`src/design/itch_pkg.sv`:
```
// Package: message type table, field layouts and shared types for the ITCH field extractor.
package itch_pkg;

    localparam int NumTypes = 23;
    localparam int MaxFields = 18;   // 3 header + 15 body
    localparam int DataW = 8;
    localparam int ValueW = 64;
    localparam int FieldIdxW = 5;
    localparam int FieldBytesW = 4;
    localparam int TypeIdxW = 5;
    localparam int QueueDepth = 4;

    // Classified item passed from the front to the back.
    typedef struct packed {
        logic       bad;       // unknown type letter, emit an error result
        logic       is_type;   // type letter starting a message, no result
        logic [7:0] data;
    } t_item;

    typedef struct packed {
        logic [7:0]             msg_type;
        logic [FieldIdxW-1:0]   field_index;
        logic [ValueW-1:0]      field_value;
        logic [FieldBytesW-1:0] field_bytes;
        logic                   last_field;
        logic                   bad_type;
    } t_result;

    // Type letter lookup; returns found flag and table index.
    function automatic logic [TypeIdxW:0] find_type(input logic [7:0] letter);
        logic [TypeIdxW:0] r;
        r = '0;
        unique case (letter)
            8'h53: r = {1'b1, 5'd0};   // S
            8'h52: r = {1'b1, 5'd1};   // R
            8'h48: r = {1'b1, 5'd2};   // H
            8'h59: r = {1'b1, 5'd3};   // Y
            8'h4C: r = {1'b1, 5'd4};   // L
            8'h56: r = {1'b1, 5'd5};   // V
            8'h57: r = {1'b1, 5'd6};   // W
            8'h4B: r = {1'b1, 5'd7};   // K
            8'h4A: r = {1'b1, 5'd8};   // J
            8'h68: r = {1'b1, 5'd9};   // h
            8'h41: r = {1'b1, 5'd10};  // A
            8'h46: r = {1'b1, 5'd11};  // F
            8'h45: r = {1'b1, 5'd12};  // E
            8'h43: r = {1'b1, 5'd13};  // C
            8'h58: r = {1'b1, 5'd14};  // X
            8'h44: r = {1'b1, 5'd15};  // D
            8'h55: r = {1'b1, 5'd16};  // U
            8'h50: r = {1'b1, 5'd17};  // P
            8'h51: r = {1'b1, 5'd18};  // Q
            8'h42: r = {1'b1, 5'd19};  // B
            8'h49: r = {1'b1, 5'd20};  // I
            8'h4E: r = {1'b1, 5'd21};  // N
            8'h4F: r = {1'b1, 5'd22};  // O
            default: r = '0;
        endcase
        return r;
    endfunction

    // Layout per type: width of field k, 0 past the end. 4 bits per field.
    function automatic logic [FieldBytesW-1:0] width_of(input logic [TypeIdxW-1:0] t,
                                                        input logic [FieldIdxW-1:0] k);
        logic [MaxFields*4-1:0] row;
        logic [FieldBytesW-1:0] w;
        row = '0;
        unique case (t)
            5'd0:  row = 72'h1_6_2_2;
            5'd1:  row = 72'h1_4_1_1_1_1_1_2_1_1_4_1_1_8_6_2_2;
            5'd2:  row = 72'h4_1_1_8_6_2_2;
            5'd3:  row = 72'h1_8_6_2_2;
            5'd4:  row = 72'h1_1_1_8_4_6_2_2;
            5'd5:  row = 72'h8_8_8_6_2_2;
            5'd6:  row = 72'h1_6_2_2;
            5'd7:  row = 72'h4_1_4_8_6_2_2;
            5'd8:  row = 72'h4_4_4_4_8_6_2_2;
            5'd9:  row = 72'h1_1_8_6_2_2;
            5'd10: row = 72'h4_8_4_1_8_6_2_2;
            5'd11: row = 72'h4_4_8_4_1_8_6_2_2;
            5'd12: row = 72'h8_4_8_6_2_2;
            5'd13: row = 72'h4_1_8_4_8_6_2_2;
            5'd14: row = 72'h4_8_6_2_2;
            5'd15: row = 72'h8_6_2_2;
            5'd16: row = 72'h4_4_8_8_6_2_2;
            5'd17: row = 72'h8_4_8_4_1_8_6_2_2;
            5'd18: row = 72'h1_8_4_8_8_6_2_2;
            5'd19: row = 72'h8_6_2_2;
            5'd20: row = 72'h1_1_4_4_4_8_1_8_8_6_2_2;
            5'd21: row = 72'h1_8_6_2_2;
            5'd22: row = 72'h4_4_8_4_4_4_1_8_6_2_2;
            default: row = '0;
        endcase
        w = '0;
        if (k < 5'(MaxFields)) begin
            w = row[k*4 +: 4];
        end
        return w;
    endfunction

endpackage

```
`src/design/itch_back.sv`:
```
// Back end: accumulates field bytes and builds result items.
module itch_back (
    input  logic              i_clk,
    input  logic              i_rst_n,
    input  logic              i_valid,
    output logic              o_ready,
    input  itch_pkg::t_item   i_item,
    output logic              o_valid,
    input  logic              i_ready,
    output itch_pkg::t_result o_res
);
    logic [7:0]                       r_type;
    logic [itch_pkg::TypeIdxW-1:0]    r_tidx;
    logic [itch_pkg::FieldIdxW-1:0]   r_field;
    logic [itch_pkg::FieldBytesW-1:0] r_left;
    logic [itch_pkg::ValueW-1:0]      r_acc;
    logic [itch_pkg::FieldBytesW-1:0] w_w, w_nextw;
    logic [itch_pkg::TypeIdxW:0]      w_find;
    logic [itch_pkg::ValueW-1:0]      w_acc;
    logic                             w_take;
    logic                             w_emit;

    assign w_find  = itch_pkg::find_type(i_item.data);
    assign w_w     = itch_pkg::width_of(r_tidx, r_field);
    assign w_nextw = itch_pkg::width_of(r_tidx, r_field + 5'd1);
    assign w_acc   = {r_acc[itch_pkg::ValueW-9:0], i_item.data};
    assign o_ready = !o_valid || i_ready;
    assign w_take  = i_valid && o_ready;
    // Item that produces a result: error or final byte of a field
    assign w_emit  = w_take && (i_item.bad || (!i_item.is_type && r_left == 4'd1));

    always_ff @(posedge i_clk) begin
        if (!i_rst_n) begin
            o_valid <= 1'b0;
            r_type  <= '0;
            r_tidx  <= '0;
            r_field <= '0;
            r_left  <= '0;
            r_acc   <= '0;
        end else begin
            if (w_emit) begin
                o_valid <= 1'b1;
            end else if (o_ready) begin
                o_valid <= 1'b0;
            end
            if (w_take) begin
                priority if (i_item.bad) begin
                    o_res <= '{bad_type: 1'b1, default: '0};
                end else if (i_item.is_type) begin
                    r_type  <= i_item.data;
                    r_tidx  <= w_find[itch_pkg::TypeIdxW-1:0];
                    r_field <= '0;
                    r_left  <= 4'd2;
                    r_acc   <= '0;
                end else if (r_left == 4'd1) begin
                    o_res.msg_type    <= r_type;
                    o_res.field_index <= r_field;
                    o_res.field_value <= w_acc;
                    o_res.field_bytes <= w_w;
                    o_res.last_field  <= w_nextw == '0;
                    o_res.bad_type    <= 1'b0;
                    r_acc   <= '0;
                    r_field <= r_field + 5'd1;
                    r_left  <= w_nextw;
                end else begin
                    r_acc  <= w_acc;
                    r_left <= r_left - 4'd1;
                end
            end
        end
    end

`ifndef SYNTHESIS
    a_bad_zero: assert property (@(posedge i_clk) disable iff (!i_rst_n)
        o_valid && o_res.bad_type |-> o_res.field_bytes == '0 && o_res.field_value == '0)
        else $error("error result carries data");
    a_width_ok: assert property (@(posedge i_clk) disable iff (!i_rst_n)
        o_valid && !o_res.bad_type |-> o_res.field_bytes != '0)
        else $error("field result with zero width");
    a_hold: assert property (@(posedge i_clk) disable iff (!i_rst_n)
        o_valid && !i_ready |=> o_valid && $stable(o_res))
        else $error("result changed while stalled");
`endif
endmodule

```
`config.mk`:
```
export PLATFORM = sky130hd
export DESIGN_NAME = itch_back
export DESIGN_NICKNAME = d
export VERILOG_FILES = /design/src/design/itch_pkg.sv /design/src/design/itch_back.sv
export SDC_FILE = /design/constraint.sdc
export NUM_CORES = 1
export LEC_CHECK = 0
export ABC_AREA = 1
export BUFFER_PORTS_ARGS = -buffer_cell sky130_fd_sc_hd__clkbuf_2
export CORE_MARGIN = 3
export CORE_UTILIZATION = 62
export DETAILED_ROUTE_END_ITERATION = 7
export PLACE_DENSITY = 0.83
export SETUP_SLACK_MARGIN = 0.02
export SLEW_MARGIN = 20
export SYNTH_ARGS = -nofsm -noshare
export SYNTH_HDL_FRONTEND = slang
export SYNTH_MEMORY_MAX_BITS = 65536
export SYNTH_SLANG_ARGS = --single-unit
```
`constraint.sdc`:
```
create_clock -name i_clk -period 14.9 [get_ports i_clk]
set_clock_uncertainty 0.05 [all_clocks]
set_input_delay 3.725 -clock i_clk [delete_from_list [all_inputs] [get_ports i_clk]]
set_output_delay 3.725 -clock i_clk [all_outputs]
set_load 0.05 [all_outputs]
```
# Word level (Yosys, flattened, before mapping)
# Memories as Yosys holds them, arrays and structs flattened. A register that Yosys moved wholly into a read port is not among the register bits.
# Index checks and enable logic that the tools add are counted.
[op_classes]
add_sub_neg = 2
mul = 0
n_div = 0
order_cmp = 2
n_eq_ne = 25
shifts = 2
muxes = 17
n_bitwise = 1
reduce_logical = 15
[ops]
columns = ["op", "count"]
rows = [
  ["$eq A8 B7 Y1 const B", 23],
  ["$mux W83", 2],
  ["$shiftx A72 B8 Y4", 2],
  ["$pmux W5 S23", 1],
  ["$mux W56", 2],
  ["$mux W5", 6],
  ["$mux W4", 4],
  ["$lt A5 B5 Y1 const B", 2],
  ["$reduce_and A3 Y1", 2],
  ["$reduce_bool A2 Y1", 3],
  ["$add A5 B1 Y5 const B", 1],
  ["$eq A4 B1 Y1 const B", 1],
  ["$logic_not A4 Y1", 1],
  ["$reduce_and A4 Y1", 1],
  ["$sub A4 B1 Y4 const B", 1],
  ["$logic_and A1 B1 Y1", 3],
  ["$logic_not A1 Y1", 2],
  ["$logic_or A1 B1 Y1", 2],
  ["$mux W1", 2],
  ["$ne A2 B1 Y1 const B", 1],
  ["$reduce_and A2 Y1", 1],
  ["$not A1 Y1", 1],
]
[totals]
reg_bits = 162
latchBits = 0
ramBits = 0
romBits = 1984
in_bits = 14
elab_cells = 78
memories = 2
[mem_list]
columns = ["name", "words", "word_bits", "read_ports", "rd_ports_with_merged_regs", "wr", "line_no", "rtl"]
rows = [
  ["(name not given)", 32, 31, 1, 1, 0, "itch_pkg.sv:68", "unique case (t)"],
  ["(name not given)", 32, 31, 1, 1, 0, "itch_pkg.sv:68", ""],
]

# Depth between registers and ports, before layout
# Gate-level depths: netlist (run 1).
[depth]
word_depth = 6
ltp_mapped = 17

# Worst setup path before layout (run 1)
# Ideal clock, no wire load.
[synth_path]
path_kind = "input -> register"
startpoint = "input port i_ready"
endpoint = "register o_res[0] (netlist bit) (enable)"
arrival_time_ns = 7.787
setup_slack_ns = 6.538
stages = 6
path_buffers = 0
cell_sequence = "inv_2 -> nand2_2 -> nand2_2 -> inv_2 -> o21ai_0 -> nor2_1"
[synth_via]
elab_chain_cells = 3
[synth_rtl]
columns = ["item", "line_no", "rtl"]
rows = [
  ["start: declaration", "itch_back.sv:9", "input logic i_ready,"],
  ["$logic_or A1 B1 Y1", "itch_back.sv:27", "assign o_ready = !o_valid || i_ready;"],
  ["named net o_ready", "itch_back.sv:6", "output logic o_ready,"],
  ["$logic_and A1 B1 Y1", "itch_back.sv:28", "assign w_take = i_valid && o_ready;"],
  ["$reduce_and A4 Y1 (no line)", "n/a", ""],
  ["end: declaration", "itch_back.sv:10", "output itch_pkg::t_result o_res"],
]
# The timed path passes the listed nets, and every way through them passes these cells.
# A chain may end at the register's enable or synchronous reset.

# Worst setup path in the final report (run 1)
[layout_path]
startpoint = "input port i_ready"
endpoint = "output port o_ready"
[layout_via]
elab_chain_cells = 1
[layout_rtl]
columns = ["item", "line_no"]
rows = [
  ["$logic_or A1 B1 Y1", "itch_back.sv:27"],
  ["end: declaration", "itch_back.sv:6"],
]
# Every way passes these cells.

==> qor.yml, run 1 <==
top_layer: "met4"
track_usage: 0.248
synth_area_mm2: 0.00802
synth-compound-area-share: 0.0932
antenna_found_initial: 0
muxShareOfSynthArea: 0
drt-vias-per-instance: 5.31
pre_cts_ws_ns: 6.88
grt_remaining_overflow: 0
status: "complete, no violations"
p_comb_frac: 0.071
synth_top_family_by_area: "simple AND/OR/NAND/NOR gates"
place_congestion: 0.938
min_from: "r_acc[42]$_SDFFE_PN0P_"
nets: 1051
ios: 99
post_cts_buffers: 0
tightestPinTransition_ns: 0.957
wl_met3_um: 963
cts_tree: "built"
period_share: 0.540
drive_gt1_frac: 0.175
switching_share: 0.235
ctsResizeCount: 0
syn_inst: 944
cp_max_fo: 3
rsz0062_at_grt: "false"
synth_xor_area_frac: 0.00765
die_y_um: 120
antennaDiodeCount: 0
area_growth_pct: 14.4
portBuffers: 98
hold_end: "r_acc[42]$_SDFFE_PN0P_"
coreArea_mm2: 0.0123
num_vias: 6412
placementRows: 40
h-tree-depth: 4
power_leakage_uw: 0.00367
drtIter0Drc: 812
fin_area_mm2: 0.00918
final_hold_viol_count: 0
fillCellCount: 907
wire_per_inst_um: 14.0
hp-class: "reg2reg"
setup_violations: 0
power_density_mw_per_mm2: 115
hold_depth: 2
wl_met2_um: 8290
critPathArrivalTime_ns: 4.27
placed_area_mm2: 0.00856
cp.required_ns: 11.12
hold_slack_ns: 0.415
maxCapViolCount: 0
synthSimpleGateAreaFrac: 0.241
die_w_um: 120
drc: 0
final_max_slew_viol_count: 0
period_minus_slack_ns: 8.04
cts-buffers-inserted: 17
grt_max_degree: 82
crit_type: "in2out"
ys_ff_latch: 183
fin_ws_ns: 6.86
clkPwrFrac: 0.420
relSlewSlack: 0.361
intPower_uw: 809
seqPwrFrac: 0.509
r2r-start: "o_valid$_SDFFE_PN0P_"
synth.net_count: 969
avgSynthCellArea_um2: 8.49
dpl.hpwl_um: 11100
antenna_left: 0
dieArea_mm2: 0.0143
power.switching_uw: 248
cts_buffer_depth: 2
clk_pin_slew_ns: 0.06
first_pass_iters: 5
power.total_uw: 1060
grt_pass1_wl_um: 28500
irDropWorstVdd_uv: 61.2
cts_num_sinks: 183
drt-met1-wl_um: 7260
fin_tns_setup_ns: 0
yosysWarnings: 0
start_util: 0.651
rr_worst_depth: 14
crit_path_start_kind: "input port"
synth.distinct_cells: 43
clk_latency_ns: 0.43
routed_wl_um: 16900
multi_input_area_mm2: 0.00289
final-seq-area_mm2: 0.00449
grt_pass1_vias: 5931
rrSetupSlack_ns: 11.65
yosys.area_share.adder: 0.0172
max_freq_mhz: 124
worst_setup_path_end_kind: "primary output"
seq_area_frac_synth: 0.560
hold_buffers: 0
clockRootBuffer: "clkbuf_16"
routing by layer:
metal	global-route usage	vias to the layer above
li1	-	3185
met1	0.327	2981
met2	0.404	214
met3	0.0495	32
met4	0.101	0
met5	0	-
kinds of logic after synthesis:
family,Yosys count
xor+xnor,4
simple gates,452
compound gates,136
fa+ha+maj,11
flops,183
buf+inv,158
worst max-delay path by stage:
| stage | start | end |
|---|---|---|
| 2_1_floorplan | i_ready | o_res[0]$_SDFFCE_PP1P_ |
| 3_3_place_gp | i_ready | o_ready |
| 3_5_place_dp | i_ready | o_ready |
| 4_1_cts | i_ready | o_ready |
| 5_1_grt | i_ready | o_ready |
| 6_report | i_ready | o_ready |
cells in the mapped netlist:
master,instances,area share
a21oi_1,88,0.055
a21oi_4,1,0.0020
a22oi_1,1,0.00094
a31oi_1,4,0.0031
a32oi_1,2,0.0022
buf_1,7,0.0033
buf_2,7,0.0044
buf_4,7,0.0066
buf_6,2,0.0028
clkbuf_1,15,0.0070
clkbuf_2,1,0.00062
dfxtp_1,100,0.25
edfxtp_1,83,0.31
ha_1,11,0.017
inv_1,105,0.049
inv_2,14,0.0066
nand2_1,230,0.11
nand2_2,9,0.0070
nand2_4,6,0.0084
nand2_8,1,0.0025
nand3_1,48,0.030
nand3_2,1,0.0012
nand3b_1,2,0.0019
nand4_1,2,0.0016
nor2_1,141,0.066
nor2_2,2,0.0016
nor2_4,5,0.0070
nor2_8,1,0.0025
nor3_1,1,0.00062
nor3b_1,1,0.00094
nor3b_2,1,0.0016
o2111ai_1,1,0.0011
o211ai_1,6,0.0056
o21ai_0,20,0.012
o21ai_1,6,0.0037
o21ai_2,3,0.0033
o21bai_1,1,0.00094
o31ai_1,3,0.0028
or2_2,1,0.00078
xnor2_1,1,0.0011
xnor2_4,1,0.0034
xor2_1,1,0.0011
xor2_2,1,0.0020
through the flow:
| step | std cells | util |
|---|---|---|
| after detailed placement | 1174 | 0.695 |
| after floorplan | 944 | - |
| after CTS | 1206 | 0.743 |
| final | 1207 | 0.745 |
| after global placement | 1174 | 0.695 |
| after global routing | 1207 | 0.745 |
power by group through the flow:
stage                     clock, uW  combinational (uW)  sequential (uW)
after floorplan                   0                35.5              570
after global placement            0                72.7              549
after detailed placement          0                73.2              549
after CTS                       449                73.8              538
after global routing            472                81.2              539
final                           445                75.0              538
cells in the final DEF (no fill, tap or decap), types with 2 or more instances in the layout:
cell type / count
bufinv_16: 2
nor2_4: 7
o211ai_1: 6
clkbuf_2: 98
clkbuf_16: 17
nand2_1: 230
inv_2: 15
a21oi_1: 88
nand3b_1: 2
o21ai_1: 6
dfxtp_1: 100
a31oi_1: 4
a32oi_1: 2
clkinv_4: 2
clkbuf_8: 3
nor2_1: 140
nand2_4: 6
edfxtp_1: 83
inv_6: 2
nand3_1: 48
clkinv_2: 4
nand4_1: 2
buf_4: 3
o21ai_2: 3
inv_1: 104
o21ai_0: 20
nand2_2: 9
ha_1: 11
o31ai_1: 3
worst max-delay path, stage by stage:
cell	delay, ns
clkbuf_2	0.10
inv_2	0.04
nand2_2	0.09
clkbuf_2	0.30
layout make-up:
| class | instances | area share |
|---|---|---|
| Timing Repair Buffer | 102 | 0.0589 |
| Clock buffer | 21 | 0.0513 |
| Multi-Input combinational cell | 603 | 0.315 |
| Inverter | 119 | 0.0487 |
| Tap cell | 168 | 0.0229 |
| Clock inverter | 11 | 0.0134 |
| Sequential cell | 183 | 0.490 |
(Power assumes the default switching activity.)
==> run 2, diff against run 1 <==
Settings changed: CORE_UTILIZATION 62 to 58, PLACE_DENSITY 0.83 to 0.79.
Clock period 14.9 ns to 7.85 ns, I/O delays scaled along.
==> run 2 against run 1 <==
  * Via count fell by 1.9%
  * Die area is 6.5% higher
  * Largest power group unchanged
  * Largest cell class unchanged
  * Critical endpoint is now o_res[71]$_SDFFCE_PP0P_
  * Critical path depth increased by 1
==> qor.yml, run 2 (same netlist as run 1, synthesis figures left out) <==
multi_input_area_mm2: 0.00289  # unchanged
clk_pin_slew_ns: 0.07  # was 0.06 ns
maxCapViolCount: 0  # unchanged
coreArea_mm2: 0.0134  # was 0.0123 mm2
status: "complete, no violations"  # unchanged
rrSetupSlack_ns: 4.68  # was 11.65 ns
ios: 99  # unchanged
pre_cts_ws_ns: 2.88  # was 6.88 ns
critPathArrivalTime_ns: 4.55  # was 4.27 ns
nets: 1051  # unchanged
fin_ws_ns: 3.30  # was 6.86 ns
antenna_left: 0  # unchanged
dieArea_mm2: 0.0153  # was 0.0143 mm2
rsz0062_at_grt: "false"  # unchanged
post_cts_buffers: 0  # unchanged
hp-class: "reg2reg"  # unchanged
clockRootBuffer: "clkbuf_16"  # unchanged
track_usage: 0.233  # was 0.248
crit_path_start_kind: "input port"  # unchanged
cts_buffer_depth: 2  # unchanged
crit_type: "in2reg"  # was in2out
drc: 0  # unchanged
antenna_found_initial: 0  # unchanged
start_util: 0.598  # was 0.651
cp_max_fo: 80  # was 3
relSlewSlack: 0.367  # was 0.361
fillCellCount: 1075  # was 907
dpl.hpwl_um: 11400  # was 11100 um
rr_worst_depth: 14  # unchanged
drt-vias-per-instance: 5.17  # was 5.31
crit_chain: "clkbuf_2 -> buf_4 -> o21ai_0 -> nor2_4 -> buf_4"  # was clkbuf_2 -> inv_2 -> nand2_2 -> clkbuf_2
grt_pass1_vias: 5729  # was 5931
antennaDiodeCount: 0  # unchanged
power_density_mw_per_mm2: 224  # was 115 mW/mm2
wire_per_inst_um: 14.1  # was 14.0 um
place_congestion: 0.929  # was 0.938
cts-buffers-inserted: 17  # unchanged
cp.required_ns: 7.85  # was 11.12 ns
hold_buffers: 0  # unchanged
num_vias: 6287  # was 6412
cts_tree: "built"  # unchanged
power.total_uw: 2070  # was 1060 uW
grt_max_degree: 81  # was 82
power_leakage_uw: 0.00368  # was 0.00367 uW
irDropWorstVdd_uv: 150  # was 61.2 uV
die_y_um: 124  # was 120 um
final_hold_viol_count: 0  # unchanged
layout_common_cells: "230 x nand2_1, 140 x nor2_1, 104 x inv_1, 100 x dfxtp_1, 98 x clkbuf_2"  # unchanged
max_stage_delay_ns: 0.79  # was 0.30 ns
final_max_slew_viol_count: 0  # unchanged
first_pass_iters: 5  # unchanged
routed_wl_um: 17100  # was 16900 um
area_growth_pct: 15.1  # was 14.4%
drtIter0Drc: 750  # was 812
ctsResizeCount: 0  # unchanged
cpMostUsedCell: "buf_4"  # was clkbuf_2
startpoint: "i_item[9]"  # was i_ready
period_minus_slack_ns: 4.55
clk_latency_ns: 0.42  # was 0.43 ns
r2r-start: "o_valid$_SDFFE_PN0P_"  # unchanged
placementRows: 42  # was 40
fin_tns_setup_ns: 0  # unchanged
period_share: 0.579
cp-endpoint: "o_res[71]$_SDFFCE_PP0P_"  # was o_ready
tightestPinTransition_ns: 0.947  # was 0.957 ns
grt_pass1_wl_um: 27800  # was 28500 um
cts_num_sinks: 183  # unchanged
final_common_cell: "nand2_1"  # unchanged
slowest_stage: "nor2_4"  # was clkbuf_2
setup_violations: 0  # unchanged
worst_setup_path_end_kind: "flip-flop"  # was primary output
final-seq-area_mm2: 0.00449  # unchanged
h-tree-depth: 4  # unchanged
max_freq_mhz: 220
drive_gt1_frac: 0.176  # was 0.175
grt_remaining_overflow: 0  # unchanged
portBuffers: 98  # unchanged
die_w_um: 124  # was 120 um
[run 2: cell types whose count changed in the layout (fill, tap and decap cells not counted)]
cell / delta
clkbuf_1: -1
clkinvlp_4: +1
bufinv_16: +2
clkinv_2: -1
clkbuf_8: -2
inv_8: +1
[run 2: how the worst min path moves through the flow]
stage | from | end | depth (start not counted)
3_5_place_dp | r_acc[17]$_SDFFE_PN0P_ | r_acc[17]$_SDFFE_PN0P_ | 2
3_3_place_gp | r_left[3]$_SDFFE_PN0P_ | r_left[3]$_SDFFE_PN0P_ | 2
2_1_floorplan | r_acc[26]$_SDFFE_PN0P_ | r_acc[26]$_SDFFE_PN0P_ | 2
5_1_grt | r_acc[41]$_SDFFE_PN0P_ | r_acc[41]$_SDFFE_PN0P_ | 2
4_1_cts | r_acc[17]$_SDFFE_PN0P_ | r_acc[17]$_SDFFE_PN0P_ | 2
6_report | r_acc[35]$_SDFFE_PN0P_ | r_acc[35]$_SDFFE_PN0P_ | 2
[run 2: critical path: cells and delay by family]
| kind | cells | cell delay [ns] |
|---|---|---|
| buf+inv | 3 | 1.37 |
| simple gates | 1 | 0.79 |
| compound gates | 1 | 0.36 |
[run 2: final cells by class]
| cell class | instances | share of cell area |
|---|---|---|
| flip-flops and latches | 183 | 0.487 |
| multi-input cells | 603 | 0.313 |
| repair buffers | 102 | 0.0586 |
| inverters | 119 | 0.0484 |
| clock buffers | 18 | 0.0476 |
| well taps | 176 | 0.0239 |
| clock inverters | 14 | 0.0213 |
[run 2: metal layers]
layer | wire length [um] | up-vias | GRT usage | part of all wire
met5 | 0 | - | 0 | 0
met4 | 294 | 0 | 0.0803 | 0.017
met3 | 1040 | 25 | 0.0500 | 0.061
met2 | 8350 | 238 | 0.372 | 0.49
met1 | 7460 | 2840 | 0.317 | 0.44
li1 | - | 3184 | - | -
[run 2: power by group]
| part | internal, uW | total, uW | switching (uW) | leakage, uW |
|---|---|---|---|---|
| clock network | 545 | 908 | 363 | 0.000309 |
| logic | 28.7 | 141 | 113 | 0.00178 |
| registers | 1010 | 1020 | 8.86 | 0.00159 |
[run 2: per-stage QoR]
step,hold WS [ns],cell area [um2],cells,utilization
2_1_floorplan,0.394,8020,944,-
3_3_place_gp,0.401,8570,1182,0.639
3_5_place_dp,0.406,8570,1182,0.639
4_1_cts,0.416,9200,1214,0.687
5_1_grt,0.434,9230,1215,0.689
6_report,0.414,9230,1215,0.689
