File: src/design/itch_pkg.sv
// Package: message type table, field layouts and shared types for the ITCH field extractor.
package itch_pkg;

    localparam int NumTypes = 23;
    localparam int MaxFields = 18;   // 3 header + 15 body
    localparam int DataW = 8;
    localparam int ValueW = 64;
    localparam int FieldIdxW = 5;
    localparam int FieldBytesW = 4;
    localparam int TypeIdxW = 5;
    localparam int QueueDepth = 4;

    // Classified item passed from the front to the back.
    typedef struct packed {
        logic       bad;       // unknown type letter, emit an error result
        logic       is_type;   // type letter starting a message, no result
        logic [7:0] data;
    } t_item;

    typedef struct packed {
        logic [7:0]             msg_type;
        logic [FieldIdxW-1:0]   field_index;
        logic [ValueW-1:0]      field_value;
        logic [FieldBytesW-1:0] field_bytes;
        logic                   last_field;
        logic                   bad_type;
    } t_result;

    // Type letter lookup; returns found flag and table index.
    function automatic logic [TypeIdxW:0] find_type(input logic [7:0] letter);
        logic [TypeIdxW:0] r;
        r = '0;
        unique case (letter)
            8'h53: r = {1'b1, 5'd0};   // S
            8'h52: r = {1'b1, 5'd1};   // R
            8'h48: r = {1'b1, 5'd2};   // H
            8'h59: r = {1'b1, 5'd3};   // Y
            8'h4C: r = {1'b1, 5'd4};   // L
            8'h56: r = {1'b1, 5'd5};   // V
            8'h57: r = {1'b1, 5'd6};   // W
            8'h4B: r = {1'b1, 5'd7};   // K
            8'h4A: r = {1'b1, 5'd8};   // J
            8'h68: r = {1'b1, 5'd9};   // h
            8'h41: r = {1'b1, 5'd10};  // A
            8'h46: r = {1'b1, 5'd11};  // F
            8'h45: r = {1'b1, 5'd12};  // E
            8'h43: r = {1'b1, 5'd13};  // C
            8'h58: r = {1'b1, 5'd14};  // X
            8'h44: r = {1'b1, 5'd15};  // D
            8'h55: r = {1'b1, 5'd16};  // U
            8'h50: r = {1'b1, 5'd17};  // P
            8'h51: r = {1'b1, 5'd18};  // Q
            8'h42: r = {1'b1, 5'd19};  // B
            8'h49: r = {1'b1, 5'd20};  // I
            8'h4E: r = {1'b1, 5'd21};  // N
            8'h4F: r = {1'b1, 5'd22};  // O
            default: r = '0;
        endcase
        return r;
    endfunction

    // Layout per type: width of field k, 0 past the end. 4 bits per field.
    function automatic logic [FieldBytesW-1:0] width_of(input logic [TypeIdxW-1:0] t,
                                                        input logic [FieldIdxW-1:0] k);
        logic [MaxFields*4-1:0] row;
        logic [FieldBytesW-1:0] w;
        row = '0;
        unique case (t)
            5'd0:  row = 72'h1_6_2_2;
            5'd1:  row = 72'h1_4_1_1_1_1_1_2_1_1_4_1_1_8_6_2_2;
            5'd2:  row = 72'h4_1_1_8_6_2_2;
            5'd3:  row = 72'h1_8_6_2_2;
            5'd4:  row = 72'h1_1_1_8_4_6_2_2;
            5'd5:  row = 72'h8_8_8_6_2_2;
            5'd6:  row = 72'h1_6_2_2;
            5'd7:  row = 72'h4_1_4_8_6_2_2;
            5'd8:  row = 72'h4_4_4_4_8_6_2_2;
            5'd9:  row = 72'h1_1_8_6_2_2;
            5'd10: row = 72'h4_8_4_1_8_6_2_2;
            5'd11: row = 72'h4_4_8_4_1_8_6_2_2;
            5'd12: row = 72'h8_4_8_6_2_2;
            5'd13: row = 72'h4_1_8_4_8_6_2_2;
            5'd14: row = 72'h4_8_6_2_2;
            5'd15: row = 72'h8_6_2_2;
            5'd16: row = 72'h4_4_8_8_6_2_2;
            5'd17: row = 72'h8_4_8_4_1_8_6_2_2;
            5'd18: row = 72'h1_8_4_8_8_6_2_2;
            5'd19: row = 72'h8_6_2_2;
            5'd20: row = 72'h1_1_4_4_4_8_1_8_8_6_2_2;
            5'd21: row = 72'h1_8_6_2_2;
            5'd22: row = 72'h4_4_8_4_4_4_1_8_6_2_2;
            default: row = '0;
        endcase
        w = '0;
        if (k < 5'(MaxFields)) begin
            w = row[k*4 +: 4];
        end
        return w;
    endfunction

endpackage

File: src/design/itch_front.sv
// Front end: accepts stream bytes and tags type letters and unknown types.
module itch_front (
    input  logic               i_clk,
    input  logic               i_rst_n,
    input  logic               i_valid,
    output logic               o_ready,
    input  logic [7:0]         i_data_byte,
    output logic               o_valid,
    input  logic               i_ready,
    output itch_pkg::t_item    o_item
);
    // Message tracking: front knows message boundaries from the layout.
    logic                             r_in_msg;
    logic [itch_pkg::TypeIdxW-1:0]    r_tidx;
    logic [itch_pkg::FieldIdxW-1:0]   r_field;
    logic [itch_pkg::FieldBytesW-1:0] r_left;   // bytes left in current field
    logic [itch_pkg::TypeIdxW:0]      w_find;
    logic [itch_pkg::FieldBytesW-1:0] w_nextw;
    logic                             w_acc;

    assign w_find  = itch_pkg::find_type(i_data_byte);
    assign w_nextw = itch_pkg::width_of(r_tidx, r_field + 5'd1);

    // Single output register
    assign o_ready = !o_valid || i_ready;
    assign w_acc   = i_valid && o_ready;

    always_ff @(posedge i_clk) begin
        if (!i_rst_n) begin
            o_valid  <= 1'b0;
            r_in_msg <= 1'b0;
            r_tidx   <= '0;
            r_field  <= '0;
            r_left   <= '0;
        end else begin
            if (o_ready) o_valid <= i_valid;
            if (w_acc) begin
                o_item.data    <= i_data_byte;
                o_item.is_type <= !r_in_msg && w_find[itch_pkg::TypeIdxW];
                o_item.bad     <= !r_in_msg && !w_find[itch_pkg::TypeIdxW];
                if (!r_in_msg) begin
                    if (w_find[itch_pkg::TypeIdxW]) begin
                        r_in_msg <= 1'b1;
                        r_tidx   <= w_find[itch_pkg::TypeIdxW-1:0];
                        r_field  <= '0;
                        r_left   <= 4'd2;
                    end
                end else if (r_left == 4'd1) begin
                    if (w_nextw == '0) begin
                        r_in_msg <= 1'b0;
                    end else begin
                        r_field <= r_field + 5'd1;
                        r_left  <= w_nextw;
                    end
                end else begin
                    r_left <= r_left - 4'd1;
                end
            end
        end
    end
endmodule

File: config.mk
export PLATFORM = sky130hd
export DESIGN_NAME = itch_front
export DESIGN_NICKNAME = d
export VERILOG_FILES = /design/src/design/itch_pkg.sv /design/src/design/itch_front.sv
export SDC_FILE = /design/constraint.sdc
export NUM_CORES = 1
export LEC_CHECK = 0
export BUFFER_PORTS_ARGS = -buffer_cell sky130_fd_sc_hd__buf_2
export CAP_MARGIN = 10
export CORE_MARGIN = 8
export CORE_UTILIZATION = 62
export CTS_BUF_LIST = sky130_fd_sc_hd__clkbuf_8
export DETAILED_ROUTE_END_ITERATION = 16
export PLACE_DENSITY_LB_ADDON = 0.2
export REMOVE_ABC_BUFFERS = 1
export SKIP_CTS_REPAIR_TIMING = 1
export SYNTH_ARGS = -nofsm -noshare
export SYNTH_HDL_FRONTEND = slang
export SYNTH_SLANG_ARGS = --single-unit
File: constraint.sdc
create_clock -name i_clk -period 4.35 [get_ports i_clk]
set_clock_uncertainty 0.15 [all_clocks]
set_input_delay 0.2175 -clock i_clk [delete_from_list [all_inputs] [get_ports i_clk]]
set_output_delay 0.2175 -clock i_clk [all_outputs]
set_load 0.02 [all_outputs]
======== Yosys cells after proc, flatten, opt, wreduce, memory -nomap -nowiden ========
Memory sizes are Yosys's and may differ from the RTL's. A register that Yosys moved wholly into a read port is not among the register bits.
Cells that the tools add are included.
storage, ports and cells
  register bits after elaboration ......... 26
  bits in read-only memories .............. 992
  bits of input ports ..................... 12
  word-level logic and storage cells ...... 70
  memories ................................ 1
memories
  name              depth  bits a word  rd ports  clocked after memory_dff  write ports  line            RTL
  (name not given)  32     31           1         1                         0            itch_pkg.sv:68  unique case (t)
operators by class
  add/sub/neg operators ................... 2
  magnitude comparators ................... 1
  equal/unequal tests ..................... 27
  shift-type cells ........................ 1
  muxes and demuxes ....................... 16
  bitwise gates (word level) .............. 1
  reductions and logical operators ........ 13
operator list
  cell                                                                 number
  8-bit by 7-bit == test with 1-bit output (second input constant)     23
  6-bit one-hot mux with 23 select lines                               1
  72-bit by 8-bit variable part select with 4-bit output               1
  5-bit two-way mux                                                    6
  4-bit two-way mux                                                    5
  3-bit AND reduction                                                  2
  5-bit by 1-bit adder with 5-bit output (second input constant)       1
  5-bit < comparator (second input constant)                           1
  4-bit by 1-bit == test with 1-bit output (second input constant)     1
  4-bit zero test                                                      1
  1-bit two-way mux                                                    4
  4-bit AND reduction                                                  1
  4-bit by 1-bit subtractor with 4-bit output (second input constant)  1
  1-bit logical AND                                                    3
  1-bit zero test                                                      3
  3-bit != test (second input constant)                                1
  2-bit by 1-bit != test with 1-bit output (second input constant)     1
  2-bit != test (second input constant)                                1
  2-bit AND reduction                                                  1
  2-bit nonzero test                                                   1
  1-bit logical OR                                                     1
  1-bit inverter                                                       1

======== Longest topological paths before layout ========
Gate-level depths: netlist (run 1).
  depth after elaboration ................. 7
  gate-level depth with buffers ........... 15
  gate-level depth less buffers ........... 12

======== Worst setup path before layout (run 1) ========
Ideal clock, no wire load.
  path type ............................... input to register
  from .................................... input i_data_byte[5]
  to ...................................... register with a tool-made name
  library setup time ...................... 120 ps
  arrival time ............................ 3482 ps
  slack ................................... 598 ps
  cell stages on the path ................. 15
  buffers on the path ..................... 3
  cell sequence ........................... buf_6 -> or4b_1 -> buf_2 -> a2111oi_4 -> a22o_2 -> o21a_1 -> buf_4 -> nor2_1 -> nor3_1 -> inv_1 -> ha_1 -> nand2_1 -> mux2i_1 -> nor4_1 -> a211o_1
RTL lines
  element          line             RTL
  start, declared  itch_front.sv:7  input logic [7:0] i_data_byte,

==> flow_metrics.env, run 1 <==
export IMPL_max_cap_violations=0
export IMPL_synth_area_um2=3030
export IMPL_grt_start_max_net_pins=27
export IMPL_holdCritPathClass="in -> reg"
export IMPL_dr_total_vias=2682
export IMPL_synthSimpleGateAreaFrac=0.227
export IMPL_path_clk_slew_ns=0.09
export IMPL_synth_top_area_cell="sky130_fd_sc_hd__dfxtp_1"
export IMPL_synth_xor_area_share=0.0232
export IMPL_grt_pass1_wl_mm=11.6
export IMPL_finish_cell_count_without_fillers=433
export IMPL_regToRegSetupSlack_ns=1.12
export IMPL_overflow=0
export IMPL_dp_hpwl_mm=4.99
export IMPL_chipWidth_um=85.9
export IMPL_initial_core_util=0.641
export IMPL_outcome="complete, no violations"
export IMPL_dp_cells=425
export IMPL_peakVddDrop_mv=0.152
export IMPL_startpoint_of_the_lowest_slack_register_to_register_path="r_in_msg"
export IMPL_critPathMaxFanout=13
export IMPL_antenna_violations_before_repair=0
export IMPL_synth_main_ff_cell="sky130_fd_sc_hd__dfxtp_1"
export IMPL_met2_wirelength_mm=3.10
export IMPL_synth_warnings=0
export IMPL_synth_edf_count=10
export IMPL_cts_max_level=2
export IMPL_io_pins=24
export IMPL_ratio_of_cells_with_drive_above_1_in_the_final_layout=0.126
export IMPL_post_synth_fa_ha_maj_area_fraction=0.0488
export IMPL_die_outline_area_um2=7370
export IMPL_hold_path_startpoint="i_data_byte[4]"
export IMPL_compound_gate_fraction_of_synth_area=0.224
export IMPL_endpoint_kind="flop"
export IMPL_yosys_area_top_type_share=0.245
export IMPL_gr_usage_all_layers=0.193
export IMPL_min_period_ns=3.57
export IMPL_timing_hold_violations_final=0
export IMPL_final_util=0.683
export IMPL_met3RoutedLength_um=434
export IMPL_tritoncts="done"
export IMPL_synth_top_family_by_area="simple AND/OR/NAND/NOR gates"
export IMPL_number_of_instances_in_the_synthesized_netlist=356
export IMPL_timing_setup_critical_path_class="in -> reg"
export IMPL_setup_violations=0
export IMPL_first_global_vias=2416
export IMPL_total_wire_length_after_detailed_routing_mm=6.94
export IMPL_tightestPinTransition_ns=0.742
export IMPL_drt_drc_violations_left=0
export IMPL_synth_avg_cell_area_um2=8.50
export IMPL_cts_root_buffer_cell="sky130_fd_sc_hd__clkbuf_8"
export IMPL_achievable_frequency_mhz=280
export IMPL_min_delay_path_depth=1
export IMPL_startpoint_type="input pin"
export IMPL_grt_setup_unrepaired="no"
export IMPL_final_net_count=388
export IMPL_synth_cell_types=65
export IMPL_row_count=25
export IMPL_chipHeight_um=85.9
export IMPL_fraction_of_synthesis_flops_using_an_asynchronous_set_or_reset_pin=0
export IMPL_drtPass1Iterations=5
export IMPL_deepest_clock_path_buffer_count=2
export IMPL_area_growth_synth_to_final_pct=6.53
export IMPL_signal_arrival_time_at_the_worst_endpoint_ns=3.63
export IMPL_synth_seq_area_share=0.344
export IMPL_wire_per_inst_um=16.0
export IMPL_cellPowerDensity_nw_per_um2=261
export IMPL_route_layer_met1_wl_mm=3.28
export IMPL_multiplexer_area_fraction_after_synthesis=0.0711
export IMPL_clock_sinks=47
export IMPL_core_area_um2=4720
export IMPL_static_leakage_power_uw=0.00126
export IMPL_cts_inserted_buffers=5
export IMPL_hold_end="o_item[4]"
export IMPL_timing_max_transition_violations_final=0
export IMPL_drt_vias_per_instance=6.19
export IMPL_r2r_worst_path_cells=8
export IMPL_drt_initial_drc_count=237
export IMPL_final_setup_tns_ns=0
export IMPL_required_ns=4.41
export IMPL_insertion_delay_ns=0.31
export IMPL_layout_cell_area_non_filler_um2=3220
export IMPL_final_min_period_over_clock_period=0.822
export IMPL_antenna_violating_nets_post_route=0
export IMPL_port_buffers=23
export IMPL_post_synth_main_area_contributors="sky130_fd_sc_hd__dfxtp_1, sky130_fd_sc_hd__edfxtp_1, sky130_fd_sc_hd__mux2i_1"
export IMPL_synth_ff_latch_count=47
export IMPL_timing_slew_headroom=0.498
export IMPL_gp_routability_congestion=0.926
export IMPL_placement_cell_area_um2=3140
export IMPL_antenna_diode_count=0
export IMPL_highest_signal_layer="met4"
-- final cells by class --
class,instances,area [um^2]
Tap cell,67,83.8
Timing Repair Buffer,27,145
Multi-Input combinational cell,265,1800
Clock buffer,5,68.8
Sequential cell,47,1040
Inverter,19,71.3
Clock inverter,3,16.3
Fill cell,379,1500
-- worst max path at each step --
stage,slack (ns),start,depth (start not counted),endpoint
after floorplan,0.61,i_data_byte[5],12,flop
after detailed placement,0.51,i_data_byte[5],10,flop
after CTS,0.85,i_data_byte[5],10,flop
final,0.78,i_data_byte[5],10,flop
after global placement,0.63,i_data_byte[5],10,flop
after global routing,0.55,i_data_byte[5],10,flop
-- power breakdown --
part | total, uW | leakage, uW | switching, uW | internal [uW]
clock network | 262 | 0.0000453 | 152 | 110
logic | 112 | 0.000823 | 72.0 | 40.2
registers | 465 | 0.000391 | 6.40 | 459
total | 840 | 0.00126 | 231 | 609
-- layer usage --
layer | vias to the layer above | track usage
met5 | - | 0
met4 | 0 | 0.0717
met3 | 11 | 0.0382
met2 | 101 | 0.288
met1 | 1247 | 0.266
li1 | 1323 | -
-- cells in the mapped netlist, types with 5 or more instances --
| library cell | n |
|---|---|
| sky130_fd_sc_hd__nand3_1 | 8 |
| sky130_fd_sc_hd__nor3_1 | 14 |
| sky130_fd_sc_hd__ha_1 | 11 |
| sky130_fd_sc_hd__edfxtp_1 | 10 |
| sky130_fd_sc_hd__buf_2 | 6 |
| sky130_fd_sc_hd__nand2_1 | 26 |
| sky130_fd_sc_hd__a211oi_1 | 7 |
| sky130_fd_sc_hd__mux2i_1 | 17 |
| sky130_fd_sc_hd__nor2b_1 | 5 |
| sky130_fd_sc_hd__nor3b_1 | 7 |
| sky130_fd_sc_hd__xor2_1 | 7 |
| sky130_fd_sc_hd__a21oi_1 | 22 |
| sky130_fd_sc_hd__inv_1 | 19 |
| sky130_fd_sc_hd__nand2b_1 | 12 |
| sky130_fd_sc_hd__nor2_1 | 30 |
| sky130_fd_sc_hd__and3_1 | 5 |
| sky130_fd_sc_hd__a31oi_1 | 6 |
| sky130_fd_sc_hd__clkbuf_1 | 13 |
| sky130_fd_sc_hd__o21ai_0 | 18 |
| sky130_fd_sc_hd__dfxtp_1 | 37 |
-- cell usage in the layout, fill, tap and decap left out, types with 3 or more instances in the layout --
master                     count
sky130_fd_sc_hd__dfxtp_1      37
sky130_fd_sc_hd__o21ai_0      18
sky130_fd_sc_hd__ha_1         11
sky130_fd_sc_hd__nor3b_1       7
sky130_fd_sc_hd__nand2b_1     12
sky130_fd_sc_hd__clkbuf_8      5
sky130_fd_sc_hd__nand2_1      26
sky130_fd_sc_hd__buf_2        23
sky130_fd_sc_hd__and2_1        4
sky130_fd_sc_hd__a31oi_1       6
sky130_fd_sc_hd__nand3_1       8
sky130_fd_sc_hd__o21a_1        3
sky130_fd_sc_hd__a21oi_1      22
sky130_fd_sc_hd__xor2_1        7
sky130_fd_sc_hd__inv_1        20
sky130_fd_sc_hd__and3_1        5
sky130_fd_sc_hd__buf_4         4
sky130_fd_sc_hd__mux2i_1      17
sky130_fd_sc_hd__a32oi_1       4
sky130_fd_sc_hd__nor2_1       30
sky130_fd_sc_hd__nor2b_1       5
sky130_fd_sc_hd__o32ai_1       3
sky130_fd_sc_hd__nor4_1        3
sky130_fd_sc_hd__nor3_1       14
sky130_fd_sc_hd__o211ai_1      3
sky130_fd_sc_hd__edfxtp_1     10
sky130_fd_sc_hd__o311ai_0      3
sky130_fd_sc_hd__a211oi_1      7
-- worst max-delay path, cell delays in order --
cell	delay, ns
sky130_fd_sc_hd__buf_2	0.15
sky130_fd_sc_hd__or4b_1	0.72
sky130_fd_sc_hd__a2111oi_4	0.37
sky130_fd_sc_hd__a22o_2	0.22
sky130_fd_sc_hd__o21a_1	0.31
sky130_fd_sc_hd__mux2i_1	0.49
sky130_fd_sc_hd__nand2_1	0.35
sky130_fd_sc_hd__inv_1	0.40
sky130_fd_sc_hd__nor2_1	0.08
sky130_fd_sc_hd__o32a_1	0.33
-- through the flow --
| step | worst slack [ns] | power (uW) | hold WS, ns |
|---|---|---|---|
| 2_1_floorplan | 0.609 | 544 | 0.166 |
| 3_3_place_gp | 0.631 | 583 | 0.301 |
| 3_5_place_dp | 0.507 | 586 | 0.316 |
| 4_1_cts | 0.854 | 839 | -0.00844 |
| 5_1_grt | 0.551 | 868 | 0.00730 |
| 6_report | 0.776 | 840 | 0.00124 |
-- kinds of logic after synthesis --
| logic type | after synthesis |
|---|---|
| compound gates | 95 |
| xor+xnor | 8 |
| fa+ha+maj | 12 |
| buf+inv | 44 |
| flops | 47 |
| mux | 20 |
| simple gates | 130 |
Note: power is estimated with default switching activity, not from simulation.
==> run 2, diff against run 1 <==
--- a/config.mk
+++ b/config.mk
@@ -8,7 +8,7 @@
 export BUFFER_PORTS_ARGS = -buffer_cell sky130_fd_sc_hd__buf_2
 export CAP_MARGIN = 10
 export CORE_MARGIN = 8
-export CORE_UTILIZATION = 62
+export CORE_UTILIZATION = 56
 export CTS_BUF_LIST = sky130_fd_sc_hd__clkbuf_8
 export DETAILED_ROUTE_END_ITERATION = 16
 export PLACE_DENSITY_LB_ADDON = 0.2
==> constraint.sdc (replaced) <==
create_clock -name i_clk -period 2.95 [get_ports i_clk]
set_clock_uncertainty 0.15 [all_clocks]
set_input_delay 0.1475 -clock i_clk [delete_from_list [all_inputs] [get_ports i_clk]]
set_output_delay 0.1475 -clock i_clk [all_outputs]
set_load 0.02 [all_outputs]
==> run 2 against run 1 <==
Effect of this change:
- non-clock buffer count increased by 59
- design area increased by 16%
- final cell count grew 14%
- sequential cell count stayed put
- via count rose by 8.8%
- global-route usage increased by 1.6 points
- sequential share of layout area down 4.4 points
- total power grew 66%
- critical path depth is 3 higher
- combinational power increased by 88%
- clock power up 90%
- sequential power up 48%
- largest cell class unchanged
- largest power group unchanged
==> flow_metrics.env, run 2 (synthesis gave the netlist of run 1 again) <==
export IMPL_timing_critical_path_max_delay_family="compound AO/OA/AOI/OAI gates"
export IMPL_crit_path_max_incr_delay_ns=0.58
export IMPL_timing_max_transition_violations_final=0
export IMPL_row_count=26
export IMPL_cp_num_cells=13
export IMPL_drt_drc_violations_left=0
export IMPL_final_common_cell="sky130_fd_sc_hd__buf_4"
export IMPL_required_ns=3.02
export IMPL_peakVddDrop_mv=0.241
export IMPL_drt_initial_drc_count=200
export IMPL_tightestPinTransition_ns=0.716
export IMPL_startpoint_type="input pin"
export IMPL_filler_cell_count=416
export IMPL_io_pins=24
export IMPL_port_buffers=23
export IMPL_endpoint_kind="flop"
export IMPL_tritoncts="done"
export IMPL_max_cap_violations=0
export IMPL_antenna_violations_before_repair=0
export IMPL_drt_vias_per_instance=5.89
export IMPL_wire_per_inst_um=16.0
export IMPL_deepest_clock_path_buffer_count=2
export IMPL_cts_root_buffer_cell="sky130_fd_sc_hd__clkbuf_8"
export IMPL_regToRegSetupSlack_ns=0.23
export IMPL_cts_inserted_buffers=5
export IMPL_chipWidth_um=89.5
export IMPL_static_leakage_power_uw=0.00156
export IMPL_clock_sinks=47
export IMPL_insertion_delay_ns=0.31
export IMPL_total_wire_length_after_detailed_routing_mm=7.94
export IMPL_cts_max_level=2
export IMPL_worst_path_max_delay_cell="sky130_fd_sc_hd__or4b_4"
export IMPL_first_global_vias=2705
export IMPL_critPathMaxFanout=5
export IMPL_timing_setup_critical_path_class="in -> reg"
export IMPL_chipHeight_um=89.5
export IMPL_final_min_period_over_clock_period=0.935
export IMPL_outcome="complete, no violations"
export IMPL_gp_routability_congestion=0.962
export IMPL_multi_input_comb_area_um2=1830
export IMPL_antenna_violating_nets_post_route=0
export IMPL_cellPowerDensity_nw_per_um2=373
export IMPL_dr_total_vias=2917
export IMPL_signal_arrival_time_at_the_worst_endpoint_ns=2.82
export IMPL_holdCritPathClass="in -> reg"
export IMPL_gr_usage_all_layers=0.209
export IMPL_crit_start="i_data_byte[5]"
export IMPL_startpoint_of_the_lowest_slack_register_to_register_path="r_field[1]"
export IMPL_overflow=0
export IMPL_final_setup_tns_ns=0
export IMPL_core_area_um2=5170
export IMPL_mostFrequentLayoutCells="sky130_fd_sc_hd__buf_4, sky130_fd_sc_hd__dfxtp_1, sky130_fd_sc_hd__nor2_1"
export IMPL_grt_setup_unrepaired="no"
export IMPL_dp_hpwl_mm=6.05
export IMPL_drtPass1Iterations=5
export IMPL_r2r_worst_path_cells=10
export IMPL_grt_start_max_net_pins=19
export IMPL_timing_slew_headroom=0.521
export IMPL_worstPathCellList="buf_2 -> or4b_4 -> a2111oi_4 -> a22o_2 -> o21a_1 -> nor2_1 -> nor3_2 -> inv_1 -> ha_1 -> nand2_1 -> mux2i_1 -> nor4_1 -> a211o_1"
export IMPL_achievable_frequency_mhz=363
export IMPL_setup_violations=0
export IMPL_critPathBufInv=2
export IMPL_area_sequential_um2=1040
export IMPL_final_net_count=447
export IMPL_antenna_diode_count=0
export IMPL_initial_core_util=0.585
export IMPL_worstReg2RegEnd="r_left[3]"
export IMPL_final_util=0.723
export IMPL_timing_hold_violations_final=0
export IMPL_ratio_of_cells_with_drive_above_1_in_the_final_layout=0.266
export IMPL_min_period_ns=2.76
export IMPL_die_outline_area_um2=8010
export IMPL_grt_pass1_wl_mm=13.1
export IMPL_path_clk_slew_ns=0.10
export IMPL_area_growth_synth_to_final_pct=23.5
[run 2: changes by cell type in the layout (fill, tap and decap cells not counted), sizes merged]
cell,previous run,this run
dlygate4sd3,0,1
bufinv,0,1
clkinv,1,0
buf,27,85
[run 2: how the worst min path moves through the flow]
stage	from	endpoint	depth (start not counted)
floorplan	i_data_byte[0]	o_item[0]	0
global placement	i_valid	o_valid	3
detailed placement	i_valid	o_valid	3
CTS	i_valid	o_valid	3
global route	i_data_byte[6]	o_item[6]	2
finish	i_data_byte[6]	o_item[6]	2
[run 2: report_power, final]
group / internal [uW] / switching, uW
registers: 677 / 9.32
clock network: 256 / 241
logic: 90.6 / 119
total: 1020 / 370
[run 2: per-stage QoR]
stage | instance area [um^2] | cells | hold slack, ns | setup slack [ns] | total power (uW)
after floorplan | 2910 | 331 | 0.0964 | -0.721 | 802
after global placement | 3580 | 486 | 0.253 | -0.198 | 898
after detailed placement | 3580 | 486 | 0.279 | -0.279 | 902
after CTS | 3690 | 494 | -0.0511 | 0.0461 | 1380
after global routing | 3740 | 495 | 0.00768 | 0.00857 | 1440
final | 3740 | 495 | 0.00197 | 0.193 | 1390
[run 2: layout make-up]
cell class	instances	share of cell area
Multi-Input combinational cell	265	0.490
Sequential cell	47	0.279
Timing Repair Buffer	86	0.158
Tap cell	70	0.0234
Inverter	19	0.0191
Clock buffer	5	0.0184
Clock inverter	3	0.0124
[run 2: metal layers]
metal,routed length (um),track usage
met4,125,0.0589
met1,3750,0.281
met2,3590,0.335
met3,473,0.0349
met5,0,0
